--- src/sv/csss_pkg.sv ---
// ----------------------------------------------------------------------------
// csss_pkg: shared types and constants for the closest subset sum search
// Holds the controller/datapath command and status structs, state codes
// and memory bank codes.
// ----------------------------------------------------------------------------
package csss_pkg;

   localparam int TARGET_W = 21;
   localparam logic [TARGET_W-1:0] DIFF_MAX = {TARGET_W{1'b1}};

   // widest pointer and element index over the supported parameter range
   localparam int PTR_W = 13;
   localparam int IDX_W = 5;

   typedef logic [1:0] bank_type;
   localparam bank_type BANK_0 = 2'd0;
   localparam bank_type BANK_1 = 2'd1;
   localparam bank_type BANK_2 = 2'd2;

   typedef enum logic [6:0] {
      ST_LOAD = 7'b0000001,
      ST_INIT = 7'b0000010,
      ST_MRD  = 7'b0000100,
      ST_MCMP = 7'b0001000,
      ST_SRD  = 7'b0010000,
      ST_SCMP = 7'b0100000,
      ST_DONE = 7'b1000000
   } state_type;

   typedef struct packed {
      logic             store_we;
      logic [IDX_W-1:0] store_idx;
      logic             wr_en;
      bank_type         wr_bank;
      logic [PTR_W-1:0] wr_addr;
      logic             wr_zero;
      bank_type         rd_bank0;
      bank_type         rd_bank1;
      logic [PTR_W-1:0] rd_addr0;
      logic [PTR_W-1:0] rd_addr1;
      logic [IDX_W-1:0] elem_idx;
      logic             a_valid;
      logic             b_valid;
      logic             best_init;
      logic             consider;
   } dp_cmd_type;

   typedef struct packed {
      logic take_a;
      logic sum_gt;
   } dp_status_type;

endpackage

--- src/sv/csss_controller.sv ---
// ----------------------------------------------------------------------------
// csss_controller: sequencer of the closest subset sum search
// Collects elements, runs the merge passes for both halves, walks the
// two-pointer search and holds the result beat.
// ----------------------------------------------------------------------------
module csss_controller #(
   parameter int MAX_ELEMENTS  = 16,
   parameter int ELEMENT_WIDTH = 16
) (
   input  logic                          clock,
   input  logic                          reset,
   input  logic                          req_valid,
   output logic                          req_ready,
   input  logic                          req_is_last,
   output logic                          rsp_valid,
   input  logic                          rsp_ready,
   output logic [csss_pkg::TARGET_W-1:0] rsp_min_difference,
   output logic                          rsp_overflow,
   output csss_pkg::dp_cmd_type          cmd,
   input  csss_pkg::dp_status_type       status,
   input  logic [csss_pkg::TARGET_W-1:0] best
);

   localparam int HALF_MAX = MAX_ELEMENTS - MAX_ELEMENTS / 2;
   localparam int AW       = HALF_MAX;
   localparam int LW       = AW + 1;
   localparam int CW       = $clog2(MAX_ELEMENTS + 1);

   csss_pkg::state_type state_ff, state_in;
   logic [CW-1:0]       count_ff, count_in;
   logic                drop_ff, drop_in;
   logic                half_ff, half_in;
   csss_pkg::bank_type  src_ff, src_in;
   csss_pkg::bank_type  dst_ff, dst_in;
   csss_pkg::bank_type  f1_ff, f1_in;
   logic [LW-1:0]       len_ff, len_in;
   logic [LW-1:0]       len1_ff, len1_in;
   logic [LW-1:0]       i_ff, i_in;
   logic [LW-1:0]       j_ff, j_in;
   logic [LW-1:0]       k_ff, k_in;
   logic [CW-1:0]       t_ff, t_in;
   logic [CW-1:0]       base_ff, base_in;
   logic [CW-1:0]       steps_ff, steps_in;
   logic                rsp_valid_ff, rsp_valid_in;
   logic [csss_pkg::TARGET_W-1:0] rsp_min_ff, rsp_min_in;
   logic                rsp_ovf_ff, rsp_ovf_in;

   logic                half_end;
   csss_pkg::bank_type  fin_bank;
   logic [LW-1:0]       fin_len;
   logic [CW-1:0]       count_next;
   logic [CW-1:0]       n1;

   always_ff @(posedge clock) begin
      if (reset) begin
         state_ff     <= csss_pkg::ST_LOAD;
         count_ff     <= '0;
         drop_ff      <= 1'b0;
         rsp_valid_ff <= 1'b0;
      end else begin
         state_ff     <= state_in;
         count_ff     <= count_in;
         drop_ff      <= drop_in;
         rsp_valid_ff <= rsp_valid_in;
      end
   end

   always_ff @(posedge clock) begin
      half_ff    <= half_in;
      src_ff     <= src_in;
      dst_ff     <= dst_in;
      f1_ff      <= f1_in;
      len_ff     <= len_in;
      len1_ff    <= len1_in;
      i_ff       <= i_in;
      j_ff       <= j_in;
      k_ff       <= k_in;
      t_ff       <= t_in;
      base_ff    <= base_in;
      steps_ff   <= steps_in;
      rsp_min_ff <= rsp_min_in;
      rsp_ovf_ff <= rsp_ovf_in;
   end

   assign count_next = (count_ff < CW'(MAX_ELEMENTS)) ? count_ff + 1'b1 : count_ff;
   assign n1         = count_ff >> 1;

   // sequence the load, merge and search phases
   always_comb begin
      state_in     = state_ff;
      count_in     = count_ff;
      drop_in      = drop_ff;
      half_in      = half_ff;
      src_in       = src_ff;
      dst_in       = dst_ff;
      f1_in        = f1_ff;
      len_in       = len_ff;
      len1_in      = len1_ff;
      i_in         = i_ff;
      j_in         = j_ff;
      k_in         = k_ff;
      t_in         = t_ff;
      base_in      = base_ff;
      steps_in     = steps_ff;
      rsp_valid_in = rsp_valid_ff;
      rsp_min_in   = rsp_min_ff;
      rsp_ovf_in   = rsp_ovf_ff;
      half_end     = 1'b0;
      fin_bank     = src_ff;
      fin_len      = len_ff;
      req_ready    = 1'b0;
      cmd          = '0;

      // retire the result beat
      if (rsp_valid_ff && rsp_ready) begin
         rsp_valid_in = 1'b0;
      end

      unique case (state_ff)
         csss_pkg::ST_LOAD: begin
            req_ready = 1'b1;
            if (req_valid) begin
               if (count_ff < CW'(MAX_ELEMENTS)) begin
                  cmd.store_we  = 1'b1;
                  cmd.store_idx = csss_pkg::IDX_W'(count_ff);
               end else begin
                  drop_in = 1'b1;
               end
               count_in = count_next;
               if (req_is_last) begin
                  half_in  = 1'b0;
                  src_in   = csss_pkg::BANK_0;
                  dst_in   = csss_pkg::BANK_1;
                  base_in  = '0;
                  steps_in = count_next >> 1;
                  state_in = csss_pkg::ST_INIT;
               end
            end
         end

         csss_pkg::ST_INIT: begin
            // seed the list with the empty subset
            cmd.wr_en   = 1'b1;
            cmd.wr_bank = src_ff;
            cmd.wr_addr = '0;
            cmd.wr_zero = 1'b1;
            len_in      = LW'(1);
            t_in        = '0;
            i_in        = '0;
            j_in        = '0;
            k_in        = '0;
            if (steps_ff == '0) begin
               half_end = 1'b1;
               fin_len  = LW'(1);
            end else begin
               state_in = csss_pkg::ST_MRD;
            end
         end

         csss_pkg::ST_MRD: begin
            cmd.rd_bank0 = src_ff;
            cmd.rd_bank1 = src_ff;
            cmd.rd_addr0 = csss_pkg::PTR_W'(i_ff[AW-1:0]);
            cmd.rd_addr1 = csss_pkg::PTR_W'(j_ff[AW-1:0]);
            state_in     = csss_pkg::ST_MCMP;
         end

         csss_pkg::ST_MCMP: begin
            cmd.elem_idx = csss_pkg::IDX_W'(base_ff + t_ff);
            cmd.a_valid  = i_ff < len_ff;
            cmd.b_valid  = j_ff < len_ff;
            cmd.wr_en    = 1'b1;
            cmd.wr_bank  = dst_ff;
            cmd.wr_addr  = csss_pkg::PTR_W'(k_ff[AW-1:0]);
            if (status.take_a) begin
               i_in = i_ff + 1'b1;
            end else begin
               j_in = j_ff + 1'b1;
            end
            if ({1'b0, k_ff} == ({len_ff, 1'b0} - 1'b1)) begin
               // pass complete: double the list and swap banks
               len_in   = LW'({len_ff, 1'b0});
               t_in     = t_ff + 1'b1;
               src_in   = dst_ff;
               dst_in   = src_ff;
               i_in     = '0;
               j_in     = '0;
               k_in     = '0;
               if (t_ff + 1'b1 == steps_ff) begin
                  half_end = 1'b1;
                  fin_bank = dst_ff;
                  fin_len  = LW'({len_ff, 1'b0});
               end else begin
                  state_in = csss_pkg::ST_MRD;
               end
            end else begin
               k_in     = k_ff + 1'b1;
               state_in = csss_pkg::ST_MRD;
            end
         end

         csss_pkg::ST_SRD: begin
            cmd.rd_bank0 = f1_ff;
            cmd.rd_bank1 = src_ff;
            cmd.rd_addr0 = csss_pkg::PTR_W'(i_ff[AW-1:0]);
            cmd.rd_addr1 = csss_pkg::PTR_W'(j_ff[AW-1:0]);
            state_in     = csss_pkg::ST_SCMP;
         end

         csss_pkg::ST_SCMP: begin
            cmd.consider = 1'b1;
            state_in     = csss_pkg::ST_SRD;
            if (status.sum_gt) begin
               if (j_ff == '0) begin
                  state_in = csss_pkg::ST_DONE;
               end else begin
                  j_in = j_ff - 1'b1;
               end
            end else begin
               if (i_ff == len1_ff - 1'b1) begin
                  state_in = csss_pkg::ST_DONE;
               end else begin
                  i_in = i_ff + 1'b1;
               end
            end
         end

         csss_pkg::ST_DONE: begin
            // load the result once the output register is free
            if (!rsp_valid_ff || rsp_ready) begin
               rsp_valid_in = 1'b1;
               rsp_min_in   = best;
               rsp_ovf_in   = drop_ff;
               count_in     = '0;
               drop_in      = 1'b0;
               state_in     = csss_pkg::ST_LOAD;
            end
         end

         default: begin
            state_in = csss_pkg::ST_LOAD;
         end
      endcase

      // advance to the second half or to the search
      if (half_end) begin
         if (!half_ff) begin
            f1_in    = fin_bank;
            len1_in  = fin_len;
            half_in  = 1'b1;
            src_in   = csss_pkg::BANK_2;
            dst_in   = (fin_bank == csss_pkg::BANK_0) ? csss_pkg::BANK_1 : csss_pkg::BANK_0;
            base_in  = n1;
            steps_in = count_ff - n1;
            state_in = csss_pkg::ST_INIT;
         end else begin
            src_in        = fin_bank;
            i_in          = '0;
            j_in          = fin_len - 1'b1;
            cmd.best_init = 1'b1;
            state_in      = csss_pkg::ST_SRD;
         end
      end
   end

   assign rsp_valid          = rsp_valid_ff;
   assign rsp_min_difference = rsp_min_ff;
   assign rsp_overflow       = rsp_ovf_ff;

   // checks
   a_count_bound: assert property (@(posedge clock) disable iff (reset)
      count_ff <= CW'(MAX_ELEMENTS))
      else $error("element count above store depth");

   a_cmp_after_rd: assert property (@(posedge clock) disable iff (reset)
      (state_ff == csss_pkg::ST_MCMP) |-> $past(state_ff == csss_pkg::ST_MRD))
      else $error("merge compare without read");

   a_rsp_from_done: assert property (@(posedge clock) disable iff (reset)
      $rose(rsp_valid_ff) |-> $past(state_ff == csss_pkg::ST_DONE))
      else $error("result raised outside done");

   a_set_cleared: assert property (@(posedge clock) disable iff (reset)
      ($past(state_ff == csss_pkg::ST_DONE) && state_ff == csss_pkg::ST_LOAD)
      |-> (count_ff == '0 && !drop_ff))
      else $error("set not cleared after result");

endmodule

--- config.mk ---
export PLATFORM = sky130hd
export DESIGN_NAME = csss_controller
export DESIGN_NICKNAME = d
export VERILOG_FILES = /design/src/sv/csss_pkg.sv /design/src/sv/csss_controller.sv
export SDC_FILE = /design/constraint.sdc
export NUM_CORES = 1
export LEC_CHECK = 0
export ABC_AREA = 1
export BUFFER_PORTS_ARGS = -buffer_cell sky130_fd_sc_hd__buf_2
export CAP_MARGIN = 40
export CORE_ASPECT_RATIO = 0.5
export CORE_UTILIZATION = 45
export DETAILED_ROUTE_END_ITERATION = 10
export HOLD_SLACK_MARGIN = 0.05
export PLACE_DENSITY = 0.66
export SYNTH_ARGS = -nofsm -noshare
export SYNTH_HDL_FRONTEND = slang
export SYNTH_SLANG_ARGS = --single-unit
export TNS_END_PERCENT = 100
--- constraint.sdc ---
create_clock -name clock -period 4.1 [get_ports clock]
set_clock_uncertainty 0.05 [all_clocks]
set_input_delay 0.41 -clock clock [delete_from_list [all_inputs] [get_ports clock]]
set_output_delay 0.41 -clock clock [all_outputs]
set_load 0.05 [all_outputs]
== Word-level counts from Yosys, hierarchy flattened ==
Index checks and enable logic that the tools add are counted.

* Register bits: 103
* Word-level logic and storage cells: 165
* Output and inout port bits: 86

* Add/subtract/negate cells: 11
* Muxes and demuxes: 93
* Eq/ne operators: 21
* Magnitude comparators: 3
* Reductions and logical operators: 17
* Bitwise operators: 1

{| class="wikitable"
|+ Operator list
! kind !! count
|-
| two-way mux 9 bit || 17
|-
| two-way mux 7 bit || 11
|-
| two-way mux 5 bit || 15
|-
| case mux 30 bit (2 select lines) || 1
|-
| case mux 9 bit (2 select lines) || 3
|-
| case mux 9 bit (3 select lines) || 2
|-
| case mux 7 bit (7 select lines) || 1
|-
| case mux 16 bit (2 select lines) || 1
|-
| adder 9 x 1 -> 9 bit, second input constant || 3
|-
| subtractor 9 x 1 -> 9 bit, second input constant || 3
|-
| two-way mux 2 bit || 13
|-
| two-way mux 1 bit || 20
|-
| case mux 5 bit (2 select lines) || 2
|-
| < comparator 9 bit || 2
|-
| two-way mux 6 bit || 3
|-
| != test 3 bit, second input constant || 5
|-
| AND reduction 4 bit || 3
|-
| adder 5 x 1 -> 5 bit, second input constant || 2
|-
| == test 9 x 10 -> 1 bit || 1
|-
| != test 2 bit, second input constant || 5
|-
| subtractor 10 x 1 -> 10 bit, second input constant || 1
|-
| == test 9 bit || 1
|-
| logical NOT 9 bit || 1
|-
| case mux 2 bit (2 select lines) || 2
|-
| 24 further kinds || 28
|}

== Longest topological paths before layout ==
Gate-level depths: netlist (run 1).

* Depth after elaboration: 9
* Depth in mapped cells: 22
* Depth with buffers taken out: 22

== Worst setup path before layout (run 1) ==
No wires, ideal clock.

* Path type: flip-flop to output port
* Start: register len_ff[1]
* End: output port cmd[3] (netlist name)
* Cell stages (with the launch flop): 9
* Slack: 45 ps
* Arrival time: 3595 ps
* Data required time: 3640 ps
* Cell sequence: edfxtp_1 inv_1 ha_1 a21o_1 a21oi_1 o21ai_0 nand3_1 a21oi_1 a2111oi_0

{| class="wikitable"
|+ RTL lines
! what !! line !! text
|-
| from (decl) || csss_controller.sv:36 || <nowiki>logic [LW-1:0] len_ff, len_in;</nowiki>
|-
| from (signal assigned) || csss_controller.sv:73 || <nowiki>len_ff <= len_in;</nowiki>
|-
| to (decl) || csss_controller.sv:19 || <nowiki>output csss_pkg::dp_cmd_type cmd,</nowiki>
|}

==> out/results.ini, run 1 <==
[outcome]
status=complete, no violations

[pwr]
power_uw=4438
seqPwrFrac=0.367
p_comb_frac=0.424
ir_drop_v=0.0002855
p_clk_frac=0.209
switching_share=0.4412
p_int_uw=2480
p_leak_uw=0.003749
p_per_area_nw_per_um2=560.3
switchingPower_uw=1958

[drt]
drt_iter0_markers=462
vias=6397
viasPerCell=5.291
drtAntennaViolNets=0
drc=0
wirelength_um=18350
wire_per_inst_um=15.18
drt-pass1-iter-count=5

[cts]
htreeDepth=3
clk_path_buf_depth=2
cts_resized=0
cts_made_buffers=9
cts-root-buf=clkbuf_16
clk_pin_slew_ns=0.08
clkSinkCount=103
clock_latency_ns=0.35
cts_tree=done
cts_setup_buffers=0
cts_hold_repair.buffers=0

[logic_synthesis]
yosysSeqAreaShare=0.3792
synthTopCellsByCount=169 x nand2_1, 119 x inv_1, 117 x nor2_1
ys_warn_count=0
synth_cell_type_count=52
synth.avg_cell_area_um2=7.650
synth_top_cell_area_share=0.2499
synth-edff-count=58
synthTopCellsByArea=edfxtp_1 25%, dfxtp_1 13%, nand2_1 9.1%, inv_1 6.4%, nor2_1 6.3%
synthArstFlopShare=0
synth_seq_cells=103
synthCells=911
yosysMostFrequentCell=nand2_1
netlist_area_um2=6969
synth_top_cell_by_area=edfxtp_1
synth-main-ff-cell=edfxtp_1

[timing]
max-slew-margin-rel=0.5535
finalHoldViolCount=0
fin_setup_tns_ns=0
rsz0062_at_grt=no
min_period_ns=3.544
worstMarginPinSlew_ns=0.6691
setup_slack_ns=0.5561
finalSetupViolations=0
clock.fmax_ghz=0.2822
drv_slew=0
post-route-period-util=0.8644

[setup_path]
endpoint_kind=output port
crit_chain=inv_2 -> ha_1 -> nand2_1 -> inv_1 -> nor2_1 -> nand2_1 -> a21oi_1 -> nand2_1 -> nor2_2 -> nand4_2 -> nand2_2 -> inv_2 -> nor2_4 -> buf_2
worstPathArrival_ns=3.08
crit_required_ns=3.64
cp_common_cell=nand2_1
crit_fanout=13
crit_path_start_kind=flop
crit_start=len_ff[0]$_SDFFCE_PN1P_
slowest_stage=edfxtp_1
critPathMaxStageDelay_ns=0.48
critPathKind=reg -> out
reg2reg_from=len_ff[0]$_SDFFCE_PN1P_

[global_routing]
antenna_found_initial=0
grt_pass1_vias=5760
grt_pass1_wl_um=29560
grt_usage=0.2345
grt_max_degree=23
grt_overflow_total=0

[placed_design]
place_ws_ns=0.8548
hpwl_um=14250
gp_congestion=0.8967
io_buffer_count=97

[die]
initial_core_util=0.4716
die_h_um=90.00
core_um2=14780
die_area_um2=16020
rows=31
die_w_um=178.0
io_pins=114

[finish]
antenna_cells=0
fin_nets=1071
drive_above_1_share=0.1711
areaGrowthSynthToFinish_pct=13.64

[min_path]
worstHoldPathType=in -> reg
min-delay-start=best[14]

[flow_run]
cap_violations=0

per-stage QoR:
step	area, µm²	hold WS, ns	utilization	instances
detailed placement	7599	0.3711	0.5142	1193
global route	7920	0.1693	0.5359	1209
global placement	7594	0.3626	0.5138	1192
finish	7920	0.1798	0.5359	1209
CTS	7920	0.1726	0.5359	1209
floorplan	7025	0.3530	-	926
power by group through the flow:
stage               registers (µW)  logic (µW)  clock network, µW
floorplan                     1590        1450                  0
global placement              1650        1840                  0
detailed placement            1650        1860                  0
CTS                           1630        1870                947
global route                  1660        2130                990
finish                        1630        1880                927
kinds of logic after synthesis:
| logic type | after synthesis | synth area share |
|---|---|---|
| AO/OA/AOI/OAI | 138 | 0.1178 |
| buffers and inverters | 165 | 0.1016 |
| adder cells (fa/ha/maj) | 37 | 0.06858 |
| other | 1 | 0.0005381 |
| flip-flops | 103 | 0.3792 |
| AND/OR/NAND/NOR | 425 | 0.2795 |
| XOR/XNOR | 42 | 0.05278 |
flip-flops by register name, summed over array words and instances, names as in the netlist:
name and flops:
rsp_min_difference 21, i_ff 9, j_ff 9, k_ff 9, len1_ff 9, len_ff 9, state_ff 7, base_ff 5
count_ff 5, steps_ff 5, t_ff 5, dst_ff 2, f1_ff 2, src_ff 2, drop_ff 1, half_ff 1
rsp_overflow 1, rsp_valid 1
path summary, 6_finish.rpt:
check                                          end  slack [ns]  cells past startpoint
hold / removal    rsp_min_difference[14]$_DFFE_PP_        0.18                      1
hold reg to reg             rsp_overflow$_DFFE_PP_        0.39                      0
setup / recovery                            cmd[1]        0.56                     14
setup reg to reg              len1_ff[8]$_DFFE_PP_        0.82                     13
worst max-delay path: cells and delay by family (launching register included):
kind,cells,cell delay (ns)
simple gates,8,1.25
buf+inv,4,0.57
flops,1,0.48
fa+ha+maj,1,0.32
compound gates,1,0.12
per-layer routing:
metal,GRT usage,vias to the layer above,share of wire
li1,-,3177,-
met1,0.3509,3001,0.50
met2,0.3538,200,0.43
met3,0.03849,19,0.059
met4,0.04345,0,0.0096
met5,0,-,0
placed cells by master, fill, tap and decap left out, drive strengths merged, types with 11 or more instances in the layout:
cell / count
nand2: 177
nor2: 133
inv: 130
buf: 106
nand3: 72
o21ai: 60
edfxtp: 58
dfxtp: 45
a21oi: 36
ha: 35
xor2: 30
nor3: 17
conb: 16
xnor2: 12
clkbuf: 11
nand4: 11
cell type report:
cell class	instances	area (µm²)
well taps	198	247.7
fillers	1439	6858
clock inverters	5	46.29
clock buffers	11	275.3
flip-flops and latches	103	2643
repair buffers	106	550.5
multi-input cells	658	3677
inverters	128	480.5
No activity file was read; power rests on OpenSTA's default activity.
==> run 2: changes to the inputs <==
--- a/config.mk
+++ b/config.mk
@@ -5,14 +5,15 @@
 export SDC_FILE = /design/constraint.sdc
 export NUM_CORES = 1
 export LEC_CHECK = 0
-export ABC_AREA = 1
 export BUFFER_PORTS_ARGS = -buffer_cell sky130_fd_sc_hd__buf_2
 export CAP_MARGIN = 40
+export CELL_PAD_IN_SITES_DETAIL_PLACEMENT = 1
+export CELL_PAD_IN_SITES_GLOBAL_PLACEMENT = 1
 export CORE_ASPECT_RATIO = 0.5
-export CORE_UTILIZATION = 45
+export CORE_UTILIZATION = 43
 export DETAILED_ROUTE_END_ITERATION = 10
 export HOLD_SLACK_MARGIN = 0.05
-export PLACE_DENSITY = 0.66
+export PLACE_DENSITY = 0.81
 export SYNTH_ARGS = -nofsm -noshare
 export SYNTH_HDL_FRONTEND = slang
 export SYNTH_SLANG_ARGS = --single-unit
==> run 2 against run 1 <==
Hold slack got worse by 0.013 ns. Combinational power decreased by 67%. Synthesized cell count down 20%. Sequential cell count unchanged. Largest power group is now sequential cells.
==> out/results.ini, run 2 <==
[timing]
rsz0062_at_grt=no
worstMarginPinSlew_ns=0.9501  ; +0.2811 ns
max-slew-margin-rel=0.3583  ; -0.1952
drv_slew=0  ; unchanged
finalSetupViolations=0  ; unchanged
clock.fmax_ghz=0.2564  ; -9.1%
min_period_ns=3.900  ; +0.3563 ns
finalHoldViolCount=0  ; unchanged
post-route-period-util=0.9513  ; +0.08689
fin_setup_tns_ns=0  ; unchanged
holdWs_ns=0.1672  ; -0.01255 ns
setup_slack_ns=0.1998  ; -0.3563 ns

[logic_synthesis]
synth_xor_area_frac=0.06874  ; +0.01595
ys_warn_count=0  ; unchanged
synth_top_cell_by_area=edfxtp_1
yosysSeqAreaShare=0.4021  ; +0.02296
yosysMostFrequentCell=nor2_1
synth_cell_type_count=73  ; +40%
netlist_area_um2=6571  ; -5.7%
synth_mux_area_frac=0.01161  ; +0.01161
synth-edff-count=58  ; unchanged
synthArstFlopShare=0  ; unchanged
synthCells=726  ; -20%
synthSimpleGateAreaFrac=0.2233  ; -0.05619
synth_compound_area_frac=0.1641  ; +0.04635
synth_top_family_by_area=simple AND/OR/NAND/NOR gates
synth_seq_cells=103  ; unchanged
synthTopCellsByCount=79 x nor2_1, 58 x edfxtp_1, 48 x a21oi_1
synth.avg_cell_area_um2=9.051  ; +18%
synth_top_cell_area_share=0.2650  ; +0.01513
synth-main-ff-cell=edfxtp_1
synthAdderAreaFrac=0.07273  ; +0.004153
synthTopCellsByArea=edfxtp_1 27%, dfxtp_1 14%, ha_1 6.7%, nor2_1 4.5%, xnor2_1 3.7%

[placed_design]
io_buffer_count=97  ; unchanged
gp_congestion=0.9318  ; +3.9%
hpwl_um=14500  ; +1.7%
dp.cells=1001  ; -16%
place_ws_ns=0.4263  ; -0.4285 ns

[global_routing]
grt_max_degree=23  ; unchanged
grt_pass1_wl_um=30740  ; +4.0%
antenna_found_initial=0  ; unchanged
grt_usage=0.2512  ; +0.01666
grt_pass1_vias=5889  ; +2.2%
grt_overflow_total=0  ; unchanged

[setup_path]
crit_required_ns=3.64  ; about the same
reg2reg_slack_ns=0.30  ; -0.52 ns
reg2reg_from=len_ff[0]$_SDFFCE_PN1P_
cp_num_cells=10  ; -4
crit_fanout=9  ; -4
crit_chain=inv_1 -> ha_1 -> nor2b_1 -> or3_1 -> a31o_1 -> a211oi_4 -> and3_1 -> o21ai_0 -> inv_1 -> buf_2
endpoint_kind=output port
critPathMaxStageDelay_ns=0.54  ; +0.06 ns
endpoint=cmd[1]
slowest_stage=edfxtp_1
crit_family=compound AO/OA/AOI/OAI gates
critPathKind=reg -> out
cp_common_cell=inv_1
path_buf_inv=3  ; -1
r2r-end=j_ff[8]$_DFF_P_
crit_start=len_ff[0]$_SDFFCE_PN1P_
r2r_cells=12  ; -1
crit_path_start_kind=flop
worstPathArrival_ns=3.44  ; +0.36 ns

[drt]
drc=0  ; unchanged
wirelength_um=19360  ; +5.5%
viasPerCell=5.713  ; +8.0%
drt-pass1-iter-count=5  ; unchanged
vias=5810  ; -9.2%
drt_iter0_markers=365  ; -21%
drtAntennaViolNets=0  ; unchanged
wire_per_inst_um=19.03  ; +25%

[finish]
layout_commonest_cell=buf_2
final_cells=1017  ; -16%
areaGrowthSynthToFinish_pct=14.76
antenna_cells=0  ; unchanged
fin_nets=879  ; -18%
drive_above_1_share=0.1734  ; +0.002264
largest_register_ffs=21  ; unchanged
mostFrequentLayoutCells=97 x buf_2, 79 x nor2_1, 58 x edfxtp_1, 47 x a21oi_1, 45 x dfxtp_1

[pwr]
p_leak_uw=0.003262  ; -13%
ir_drop_v=0.0002143  ; -25%
p_per_area_nw_per_um2=383.3  ; -32%

[cts]
cts_made_buffers=9  ; unchanged
clk_pin_slew_ns=0.09  ; about the same
clock_latency_ns=0.36  ; about the same
clkSinkCount=103  ; unchanged
cts_tree=done
cts-root-buf=clkbuf_16
clk_path_buf_depth=2  ; unchanged
cts_setup_buffers=0  ; unchanged
cts_hold_repair.buffers=0  ; unchanged
cts_resized=0  ; unchanged
htreeDepth=3  ; unchanged

[die]
die_h_um=89.42  ; -0.64%
die_w_um=176.8  ; -0.66%
die_area_um2=15810  ; -1.3%
initial_core_util=0.4470  ; -0.02458
io_pins=114  ; unchanged
rows=31  ; unchanged
core_um2=14700  ; -0.53%

[outcome]
status=complete, no violations

[flow_run]
cap_violations=0  ; unchanged

[min_path]
worstHoldPathType=in -> reg

## run 2: metrics by stage
stage / utilization / power (µW) / area, µm²
floorplan: - / 1798 / 6628
global placement: 0.4904 / 1954 / 7209
detailed placement: 0.4914 / 1992 / 7224
CTS: 0.5130 / 2904 / 7541
global route: 0.5130 / 3022 / 7541
finish: 0.5130 / 2891 / 7541
## run 2: worst min path at each step
stage / start / depth (start not counted) / slack [ns] / to
floorplan: drop_ff$_SDFFE_PP0P_ / 0 / 0.36 / rsp_overflow$_DFFE_PP_
global placement: drop_ff$_SDFFE_PP0P_ / 0 / 0.37 / rsp_overflow$_DFFE_PP_
detailed placement: drop_ff$_SDFFE_PP0P_ / 0 / 0.38 / rsp_overflow$_DFFE_PP_
CTS: best[1] / 1 / 0.16 / rsp_min_difference[1]$_DFFE_PP_
global route: best[1] / 1 / 0.16 / rsp_min_difference[1]$_DFFE_PP_
finish: best[1] / 1 / 0.17 / rsp_min_difference[1]$_DFFE_PP_
## run 2: area by class of cell
class | count | area [µm²]
inverter | 34 | 127.6
timing repair buffer | 110 | 590.6
fill | 1745 | 7159
clock inverter | 7 | 91.34
tap | 198 | 247.7
sequential | 103 | 2643
multi-input combinational | 556 | 3616
clock buffer | 9 | 225.2
## run 2: worst reg2reg max path, cell delays in order (launching register included)
cell and delay [ns]:
edfxtp_1 0.54, inv_1 0.18, ha_1 0.30, nor2b_1 0.15
or3_1 0.35, a31o_1 0.25, a211oi_4 0.41, nand4_4 0.34
a21oi_1 0.33, ha_1 0.29, o2111ai_1 0.14, xor2_1 0.18
o31ai_2 0.19
## run 2: routing by layer
layer | vias up | share of wire | GRT usage
met5 | - | 0 | 0
met4 | 0 | 0.020 | 0.08229
met3 | 35 | 0.052 | 0.05230
met2 | 189 | 0.47 | 0.4335
met1 | 2845 | 0.46 | 0.3184
li1 | 2741 | - | -
## run 2: cells by family after synthesis
group | Yosys count
simple gates | 281
compound gates | 165
flops | 103
buf+inv | 82
xor+xnor | 50
fa+ha+maj | 37
mux | 7
other cells | 1
## run 2: power by group
part	switching [µW]	leakage (µW)	internal [µW]
clock	460	0.000154	444
combinational	376	0.00222	250
sequential	173	0.000892	1190
